--- src/hw/rtl/olist_pkg.sv ---
// Shared types, codes and sizes of the ordered list engine.
`timescale 1ns / 1ps
`default_nettype none

package olist_pkg;

  localparam int CAPACITY = 256;
  localparam int ADDR_W   = $clog2(CAPACITY);
  localparam int CNT_W    = $clog2(CAPACITY + 1);
  localparam int POS_W    = 10;
  localparam int DATA_W   = 32;
  localparam int CMD_W    = 3;
  localparam int STAT_W   = 3;
  localparam int LEN_W    = 9;
  localparam int CMP_W    = ((CNT_W > POS_W) ? CNT_W : POS_W) + 1;

  typedef logic [CMD_W-1:0]  cmd_t;
  typedef logic [STAT_W-1:0] stat_t;
  typedef logic [DATA_W-1:0] data_t;
  typedef logic [ADDR_W-1:0] addr_t;
  typedef logic [CNT_W-1:0]  cnt_t;
  typedef logic [POS_W-1:0]  pos_t;
  typedef logic [LEN_W-1:0]  len_t;
  typedef logic [CMP_W-1:0]  cmp_t;

  localparam cmd_t CMD_INSERT = cmd_t'(0);
  localparam cmd_t CMD_DELETE = cmd_t'(1);
  localparam cmd_t CMD_GET    = cmd_t'(2);
  localparam cmd_t CMD_LOCATE = cmd_t'(3);
  localparam cmd_t CMD_CLEAR  = cmd_t'(4);
  localparam cmd_t CMD_INIT   = cmd_t'(5);

  localparam stat_t ST_OK       = stat_t'(0);
  localparam stat_t ST_BAD_POS  = stat_t'(1);
  localparam stat_t ST_FULL     = stat_t'(2);
  localparam stat_t ST_EMPTY    = stat_t'(3);
  localparam stat_t ST_PRESENT  = stat_t'(4);
  localparam stat_t ST_BAD_INIT = stat_t'(5);

  typedef struct packed {
    logic load;
    logic step;
    logic fin;
  } olist_ctl_t;

  typedef struct packed {
    logic rem_zero;
    logic out_free;
  } olist_sts_t;

endpackage

`default_nettype wire

--- src/hw/rtl/olist_ctrl.sv ---
// Command sequencer of the ordered list engine.
`timescale 1ns / 1ps
`default_nettype none

module olist_ctrl (
  input  wire logic                 clk,
  input  wire logic                 rst_n,
  input  wire logic                 in_valid,
  output      logic                 in_stall,
  input  wire olist_pkg::olist_sts_t sts,
  output      olist_pkg::olist_ctl_t ctl
);

  localparam logic [1:0] S_IDLE  = 2'd0;
  localparam logic [1:0] S_SWEEP = 2'd1;
  localparam logic [1:0] S_DRAIN = 2'd2;
  localparam logic [1:0] S_FIN   = 2'd3;

  logic [1:0] state_r;
  logic [1:0] state_nxt;

  always_comb begin
    state_nxt = state_r;
    ctl       = '0;
    case (state_r)
      S_IDLE: begin
        if (in_valid) begin
          ctl.load  = 1'b1;
          state_nxt = S_SWEEP;
        end
      end
      S_SWEEP: begin
        if (sts.rem_zero) begin
          state_nxt = S_DRAIN;
        end else begin
          ctl.step = 1'b1;
        end
      end
      S_DRAIN: begin
        state_nxt = S_FIN;
      end
      S_FIN: begin
        if (sts.out_free) begin
          ctl.fin   = 1'b1;
          state_nxt = S_IDLE;
        end
      end
      default: begin
        state_nxt = S_IDLE;
      end
    endcase
  end

  always_ff @(posedge clk) begin
    if (!rst_n) begin
      state_r <= S_IDLE;
    end else begin
      state_r <= state_nxt;
    end
  end

  assign in_stall = (state_r != S_IDLE);

endmodule

`default_nettype wire

--- config.mk ---
export PLATFORM = sky130hd
export DESIGN_NAME = olist_ctrl
export DESIGN_NICKNAME = d
export VERILOG_FILES = /design/src/hw/rtl/olist_pkg.sv /design/src/hw/rtl/olist_ctrl.sv
export SDC_FILE = /design/constraint.sdc
export NUM_CORES = 1
export LEC_CHECK = 0
export ABC_CLOCK_PERIOD_IN_PS = 1400
export BUFFER_PORTS_ARGS = -buffer_cell sky130_fd_sc_hd__buf_4
export CORE_AREA = 2 2 39 41
export DETAILED_ROUTE_END_ITERATION = 8
export DIE_AREA = 0 0 41 43
export PLACE_DENSITY = 0.36
export SYNTH_ARGS = -nofsm -noshare
export SYNTH_HDL_FRONTEND = slang
export SYNTH_SLANG_ARGS = --single-unit
--- constraint.sdc ---
create_clock -name clk -period 1.4 [get_ports clk]
set_clock_uncertainty 0.2 [all_clocks]
set_input_delay 0.14 -clock clk [delete_from_list [all_inputs] [get_ports clk]]
set_output_delay 0.14 -clock clk [all_outputs]
set_load 0.02 [all_outputs]
==> impl_metrics.csv, run 1 <==
group,metric,value,unit
status,status,"finished with violations",
status,violations,"setup timing",
logic_synthesis,syn_area,209,sq um
hold_path,hp-class,"in2reg",
logic_synthesis,synth_compound_gate_area_share,0.150,
critical_path,cp_data_arrival_time,1.07,ns
logic_synthesis,synth_top_family_by_area,"adder cells",
logic_synthesis,syn_inst,22,
routing,wl,490,um
flow_run,drv_cap,0,
routing,vias,218,
logic_synthesis,ys_types,11,
routing,viasPerCell,3.96,
die,die_width,41,um
power,irDropWorstVdd,0.559,mV
timing,period_share,1.01,
timing,max_slew_margin,0.830,
global_routing,grt_pass1_wl,876,um
timing,rsz0062_at_grt,"yes",
clock_network,clock_path_buffers,2,
logic_synthesis,synth_fa_ha_area_frac,0.299,
final_layout,fillers,151,
final_layout,syn2layout_area_growth,103,%
clock_network,path_clk_slew,0.03,ns
logic_synthesis,ys_async_sr_fraction,0,
critical_path,reg2reg_depth,5,
routing,dr.first_iter.drc_count,0,
logic_synthesis,yosys.area_share.simple,0.174,
clock_network,htreeDepth,1,
timing,setup_viol,3,
timing,fmax,707,MHz
logic_synthesis,synth_top_area_cell,"ha_1",
critical_path,required,1.06,ns
critical_path,cp_max_fo,3,
die,initial_utilization,0.151,
critical_path,critPathKind,"reg2out",
routing,post_drt_wl_per_cell,8.91,um
logic_synthesis,synth_xor_area_frac,0,
die,die_h,43,um
placement,place_hpwl,403,um
timing,period_needed,1.41,ns
final_layout,drive_above_1_share,0.744,
logic_synthesis,syn-num-nets,32,
logic_synthesis,synth.area.top_cells,"ha_1, dfxtp_1, a221oi_4, mux2i_1, inv_1",
final_layout,largest_register_ffs,2,
final_layout,nets,51,
final_layout,regMostFlops,"state_r",
hold_path,worstHoldPathCells,4,
timing,maxSlewViolCount,0,
logic_synthesis,synth-seq-area-share,0.192,
routing,drtAntennaViolNets,0,
clock_network,cts_buffers,3,
final_layout,diodes,0,
critical_path,end_kind,"output port",
final_layout,fin_area,424,sq um
routing,dr.pass1.iters,1,
placement,post_dp_cell_area,315,sq um
logic_synthesis,ys_ff_latch,2,
timing,hold_viol,0,
logic_synthesis,yosys.cell_count.top_type,"ha_1",
timing,worst_slack,-0.0138,ns
die,rows,14,
placement,io_buffers,8,
logic_synthesis,yosysWarnings,0,
timing,tns,-0.0366,ns
logic_synthesis,synth_edf_count,0,
global_routing,grt_use_total,0.0772,
logic_synthesis,synth_mux_area_frac,0.0958,
clock_network,cts_root_buf,"clkbuf_4",
logic_synthesis,synth_ff_type,"dfxtp_1",
global_routing,grt_max_degree,5,
die,coreArea,1380,sq um
global_routing,grt_overflow_total,0,
routing,drc,0,
global_routing,grt_pass1_vias,241,
logic_synthesis,synth_top_cell_area_share,0.299,
placement,globalplace.congestion,0.623,
timing,worstMarginPinSlew,0.255,ns
logic_synthesis,synthTopCellsByCount,"ha_1, inv_1, nand2_1",
logic_synthesis,syn-mean-instance-area,9.50,sq um
clock_network,clock-sinks,2,
global_routing,antenna_found_initial,0,
final_layout,utilization,0.307,
power,powerDensity,1940,nW/um^2
power,power.total,0.824,mW
clock_network,cts_tree,"built",
critical_path,crit_path_start_kind,"flop",
die,io_pins,9,
final_layout,top_regs,"state_r (2)",
clock_network,worst_skew_pair.late_latency,0.22,ns
power,p_leak,0.194,nW
die,dieArea,1760,sq um
layout make-up:
cell class | instances | area, sq um | area share
inverters | 5 | 23.8 | 0.0560
flip-flops and latches | 2 | 47.5 | 0.112
clock buffers | 3 | 22.5 | 0.0531
multi-input cells | 15 | 191 | 0.451
well taps | 16 | 20.0 | 0.0472
repair buffers | 14 | 119 | 0.280
worst max-delay path, cell delays in order, from the launching register on:
cell	delay, ns
dfxtp_4	0.35
inv_4	0.08
ha_4	0.12
nor2b_4	0.17
buf_6	0.13
power breakdown:
group | switching [mW] | total (mW) | internal (mW)
clock network | 0.0318 | 0.126 | 0.0945
logic | 0.238 | 0.543 | 0.305
registers | 0.0550 | 0.155 | 0.0998
path summary, 6_finish.rpt:
kind	startpoint	end	slack [ns]
setup / recovery	state_r[1]$_SDFFE_PN0P_	ctl[1]	-0.01
hold / removal	sts[0]	state_r[1]$_SDFFE_PN0P_	0.13
setup reg to reg	state_r[1]$_SDFFE_PN0P_	state_r[0]$_SDFFE_PN0P_	-0.01
hold reg to reg	state_r[0]$_SDFFE_PN0P_	state_r[0]$_SDFFE_PN0P_	0.33
cells by family after synthesis:
kind of cell / Yosys count
simple gates: 6
buf+inv: 5
mux: 2
compound gates: 2
flops: 2
fa+ha+maj: 5
per-stage QoR:
| step | instances | worst slack, ns | hold WS, ns |
|---|---|---|---|
| 6_report | 55 | -0.0138 | 0.130 |
| 3_5_place_dp | 49 | -0.0825 | 0.234 |
| 5_1_grt | 55 | -0.0969 | 0.136 |
| 3_3_place_gp | 49 | -0.0678 | 0.239 |
| 2_1_floorplan | 22 | 0.0162 | 0.0782 |
| 4_1_cts | 55 | -0.0384 | 0.128 |
cells in the final DEF, fill, tap and decap left out:
cell type and count:
o21ai_1 1, a221oi_4 1, nor2b_4 1, nand2_1 3
buf_4 10, dlygate4sd3_1 1, ha_4 3, inv_1 1
inv_4 2, nor2_2 1, mux2i_1 2, buf_6 3
inv_2 2, clkbuf_4 3, ha_1 2, dfxtp_4 2
and2_4 1
per-layer routing:
| layer | GRT usage | wire length, um | vias up |
|---|---|---|---|
| met2 | 0.141 | 294 | 9 |
| met4 | 0.0400 | 0 | 0 |
| met5 | 0 | 0 | - |
| met1 | 0.0543 | 154 | 103 |
| li1 | - | - | 106 |
| met3 | 0.0471 | 42 | 0 |
what timing repair did:
action	CTS	global route
hold buffers	1	0
setup buffers	2	0
endpoints found under the setup margin	6	4
pin swaps	1	0
endpoints found under the hold margin	2	0
gates resized for setup	18	1
(Power assumes the default switching activity.)
==> inputs of run 2 (changes only) <==
--- a/config.mk
+++ b/config.mk
@@ -11,6 +11,7 @@
 export DETAILED_ROUTE_END_ITERATION = 8
 export DIE_AREA = 0 0 41 43
 export PLACE_DENSITY = 0.36
+export SETUP_SLACK_MARGIN = 0.1
 export SYNTH_ARGS = -nofsm -noshare
 export SYNTH_HDL_FRONTEND = slang
 export SYNTH_SLANG_ARGS = --single-unit
==> impl_metrics.csv, run 2 (same netlist as run 1, synthesis figures left out) <==
group,metric,value,unit
status,status,"finished with violations",
power,combPwrFrac,0.656,
timing,worst_slack,-0.0123,ns
timing,rsz0062_at_grt,"yes",
die,die_width,41,um
global_routing,grt_pass1_vias,205,
die,initial_utilization,0.151,
timing,period_share,1.01,
final_layout,diodes,0,
routing,dr.first_iter.drc_count,2,
routing,dr.pass1.iters,2,
hold_path,hp-class,"in2reg",
final_layout,seqCellArea,47.5,sq um
timing,fmax,708,MHz
die,dieArea,1760,sq um
final_layout,regMostFlops,"state_r",
power,p_leak,0.186,nW
final_layout,drive_above_1_share,0.730,
placement,post_dp_cell_area,329,sq um
clock_network,cts_tree,"built",
final_layout,top_regs,"state_r (2)",
power,switching_share,0.403,
timing,period_needed,1.41,ns
critical_path,crit_chain,"inv_4 -> ha_4 -> nor2b_4 -> buf_6",
critical_path,cp_data_arrival_time,1.07,ns
timing,hold_slack,0.117,ns
timing,hold_viol,0,
power,p_sw,0.332,mW
global_routing,grt_max_degree,5,
timing,worstMarginPinSlew,0.251,ns
global_routing,grt_use_total,0.0681,
status,violations,"setup timing",
die,die_h,43,um
die,io_pins,9,
final_layout,fillers,148,
final_layout,mostFrequentLayoutCells,"buf_4, buf_6",
global_routing,grt_overflow_total,0,
routing,vias,199,
clock_network,cts_buffers,3,
power,irDropWorstVdd,0.683,mV
die,rows,14,
routing,post_drt_wl_per_cell,7.96,um
power,seq_power_share,0.187,
routing,viasPerCell,3.75,
final_layout,final_common_cell,"buf_4",
placement,place_inst,48,
critical_path,end_kind,"output port",
clock_network,clock_path_buffers,2,
placement,globalplace.congestion,0.668,
final_layout,syn2layout_area_growth,101,%
die,coreArea,1380,sq um
routing,wl,422,um
final_layout,multiInputGateArea,196,sq um
clock_network,cts_root_buf,"clkbuf_4",
clock_network,htreeDepth,1,
placement,io_buffers,8,
power,p_int,0.491,mW
critical_path,required,1.06,ns
critical_path,crit_path_start_kind,"flop",
placement,place_hpwl,352,um
clock_network,clock-sinks,2,
global_routing,antenna_found_initial,0,
critical_path,critPathKind,"reg2out",
critical_path,crit_family,"flip-flops",
critical_path,cp.buffers_inverters,2,
clock_network,worst_skew_pair.late_latency,0.23,ns
global_routing,grt_pass1_wl,731,um
flow_run,drv_cap,0,
critical_path,critPathSlowestCell,"dfxtp_4",
timing,max_slew_margin,0.833,
power,power_frac_clock,0.157,
final_layout,largest_register_ffs,2,
critical_path,slowest_delay,0.35,ns
timing,maxSlewViolCount,0,
clock_network,path_clk_slew,0.03,ns
final_layout,fin_area,420,sq um
timing,setup_viol,1,
final_layout,nets,49,
final_layout,instances_no_fill,53,
power,powerDensity,1960,nW/um^2
routing,drc,0,
routing,drtAntennaViolNets,0,
critical_path,cp_max_fo,3,
## run 2: final timing paths
check,slack [ns],depth (start not counted),from,endpoint
min,0.12,4,sts[0],state_r[0]$_SDFFE_PN0P_
max,-0.01,4,state_r[1]$_SDFFE_PN0P_,ctl[1]
max reg2reg,0.01,5,state_r[1]$_SDFFE_PN0P_,state_r[0]$_SDFFE_PN0P_
min reg2reg,0.33,2,state_r[0]$_SDFFE_PN0P_,state_r[0]$_SDFFE_PN0P_
## run 2: layer usage
layer  vias to the layer above  global-route usage  wire, um
li1                         99                   -         -
met1                        88              0.0637       174
met2                        10              0.0938       193
met3                         2              0.0314        37
met4                         0              0.0800        16
met5                         -                   0         0
## run 2: layout make-up
class,count,area share
clock buffer,3,0.0536
inverter,5,0.0625
multi-input combinational,15,0.467
sequential,2,0.113
tap,16,0.0476
timing repair buffer,12,0.256
## run 2: worst register-to-register path: cells and delay by family (launching register included)
kind                     cells  cell delay [ns]
buffers and inverters        1             0.05
adder cells (fa/ha/maj)      1             0.14
AND/OR/NAND/NOR              1             0.13
AO/OA/AOI/OAI                1             0.22
multiplexers                 1             0.21
flip-flops                   1             0.36
## run 2: repair_timing
item	in CTS	in global routing
endpoints found under the hold margin	2	0
pin swaps	1	0
hold buffers	1	0
setup endpoints to repair	6	6
resized for setup	15	0
setup buffers	1	0
## run 2: through the flow
stage | worst slack, ns | power (mW) | TNS [ns] | util
2_1_floorplan | 0.0472 | 0.403 | 0 | -
3_3_place_gp | -0.0167 | 0.556 | -0.0194 | 0.238
3_5_place_dp | -0.00826 | 0.555 | -0.00998 | 0.238
4_1_cts | -0.0349 | 0.841 | -0.0634 | 0.304
5_1_grt | -0.0742 | 0.903 | -0.216 | 0.304
6_report | -0.0123 | 0.822 | -0.0123 | 0.304
## run 2: power groups by stage
stage          clock, mW  combinational [mW]  sequential (mW)
6_report           0.129               0.540            0.154
5_1_grt            0.151               0.595            0.157
4_1_cts            0.138               0.548            0.156
3_5_place_dp           0               0.432            0.123
3_3_place_gp           0               0.429            0.127
2_1_floorplan          0               0.284            0.119
==> inputs of run 3 (changes only) <==
--- a/config.mk
+++ b/config.mk
@@ -12,6 +12,7 @@
 export DIE_AREA = 0 0 41 43
 export PLACE_DENSITY = 0.36
 export SETUP_SLACK_MARGIN = 0.1
+export SKIP_CTS_REPAIR_TIMING = 1
 export SYNTH_ARGS = -nofsm -noshare
 export SYNTH_HDL_FRONTEND = slang
 export SYNTH_SLANG_ARGS = --single-unit
==> impl_metrics.csv, run 3 (same netlist as run 1, synthesis figures left out) <==
group,metric,value,unit
final_layout,nets,49,
status,violations,"setup timing",
clock_network,cts_buffers,3,
timing,maxSlewViolCount,0,
placement,io_buffers,8,
routing,dr.pass1.iters,2,
routing,viasPerCell,3.70,
die,rows,14,
clock_network,htreeDepth,1,
clock_network,cts_tree,"built",
global_routing,grt_pass1_wl,683,um
clock_network,path_clk_slew,0.03,ns
power,p_int,0.491,mW
critical_path,crit_path_start_kind,"flop",
die,die_h,43,um
final_layout,mostFrequentLayoutCells,"buf_4, buf_6",
power,seq_power_share,0.187,
critical_path,critPathKind,"reg2out",
global_routing,antenna_found_initial,0,
routing,drc,0,
timing,worst_slack,-0.0106,ns
timing,period_needed,1.41,ns
final_layout,regMostFlops,"state_r",
power,irDropWorstVdd,0.683,mV
routing,drtAntennaViolNets,0,
routing,wl,417,um
flow_run,drv_cap,0,
final_layout,diodes,0,
timing,period_share,1.01,
timing,rsz0062_at_grt,"yes",
routing,post_drt_wl_per_cell,7.87,um
critical_path,reg2reg_from,"state_r[1]$_SDFFE_PN0P_",
hold_path,hp-class,"in2reg",
placement,globalplace.congestion,0.668,
clock_network,worst_skew_pair.late_latency,0.23,ns
global_routing,grt_pass1_vias,191,
placement,place_hpwl,352,um
critical_path,cp_max_fo,3,
critical_path,cp_data_arrival_time,1.07,ns
global_routing,grt_overflow_total,0,
final_layout,instances_no_fill,53,
power,power_frac_clock,0.157,
placement,place_inst,48,
timing,hold_viol,0,
power,p_leak,0.186,nW
critical_path,crit_chain,"inv_4 -> ha_4 -> nor2b_4 -> buf_6",
global_routing,grt_use_total,0.0641,
critical_path,required,1.06,ns
placement,place_ws,-0.00826,ns
power,powerDensity,1950,nW/um^2
status,status,"finished with violations",
power,combPwrFrac,0.656,
global_routing,grt_max_degree,5,
final_layout,fin_area,420,sq um
routing,dr.first_iter.drc_count,2,
critical_path,slowest_delay,0.35,ns
final_layout,drive_above_1_share,0.730,
timing,max_slew_margin,0.833,
timing,worstMarginPinSlew,0.251,ns
die,dieArea,1760,sq um
routing,vias,196,
critical_path,crit_start,"state_r[1]$_SDFFE_PN0P_",
final_layout,largest_register_ffs,2,
final_layout,top_regs,"state_r (2)",
power,power.total,0.821,mW
critical_path,end_kind,"output port",
final_layout,syn2layout_area_growth,101,%
die,coreArea,1380,sq um
timing,fmax,709,MHz
critical_path,critPathSlowestCell,"dfxtp_4",
hold_path,min_from,"sts[0]",
die,die_width,41,um
clock_network,clock_path_buffers,2,
power,switching_share,0.402,
die,io_pins,9,
timing,setup_viol,1,
clock_network,clock-sinks,2,
clock_network,cts_root_buf,"clkbuf_4",
power,p_sw,0.330,mW
placement,post_dp_cell_area,329,sq um
die,initial_utilization,0.151,
final_layout,final_common_cell,"buf_4",
==> run 3: cell counts in the layout (fill, tap and decap cells not counted) <==
No cell type changed its count.
==> run 3: stage by stage <==
step | utilization | TNS, ns | hold slack, ns
5_1_grt | 0.304 | -0.202 | 0.117
3_5_place_dp | 0.238 | -0.00998 | 0.225
6_report | 0.304 | -0.0106 | 0.117
3_3_place_gp | 0.238 | -0.0194 | 0.224
4_1_cts | 0.254 | -0.404 | -0.0181
2_1_floorplan | - | 0 | 0.0782
==> run 3: worst max-delay path, delay by kind of cell, from the launching register on <==
family / cells / cell delay (ns)
flip-flops: 1 / 0.35
adder cells (fa/ha/maj): 1 / 0.11
buffers and inverters: 2 / 0.20
AND/OR/NAND/NOR: 1 / 0.17
==> run 3: routing by layer <==
metal / vias up / track usage / routed length [um]
met4: 0 / 0.0800 / 16
met1: 85 / 0.0607 / 176
met2: 10 / 0.0844 / 187
met5: - / 0 / 0
met3: 2 / 0.0314 / 37
li1: 99 / - / -
==> run 3: layout make-up <==
| class | instances | area (sq um) |
|---|---|---|
| flip-flops and latches | 2 | 47.5 |
| repair buffers | 12 | 108 |
| well taps | 16 | 20.0 |
| multi-input cells | 15 | 196 |
| clock buffers | 3 | 22.5 |
| inverters | 5 | 26.3 |
| fillers | 145 | 963 |
==> run 3: path summary, 6_finish.rpt <==
path	depth (start not counted)	slack, ns	endpoint
hold / removal	4	0.12	state_r[0]$_SDFFE_PN0P_
hold reg to reg	2	0.33	state_r[0]$_SDFFE_PN0P_
setup / recovery	4	-0.01	ctl[1]
setup reg to reg	5	0.01	state_r[0]$_SDFFE_PN0P_
==> run 3: power by group through the flow <==
stage / sequential [mW] / combinational, mW / clock (mW)
floorplan: 0.119 / 0.284 / 0
global placement: 0.127 / 0.429 / 0
detailed placement: 0.123 / 0.432 / 0
CTS: 0.123 / 0.435 / 0.138
global route: 0.157 / 0.591 / 0.151
finish: 0.154 / 0.538 / 0.129
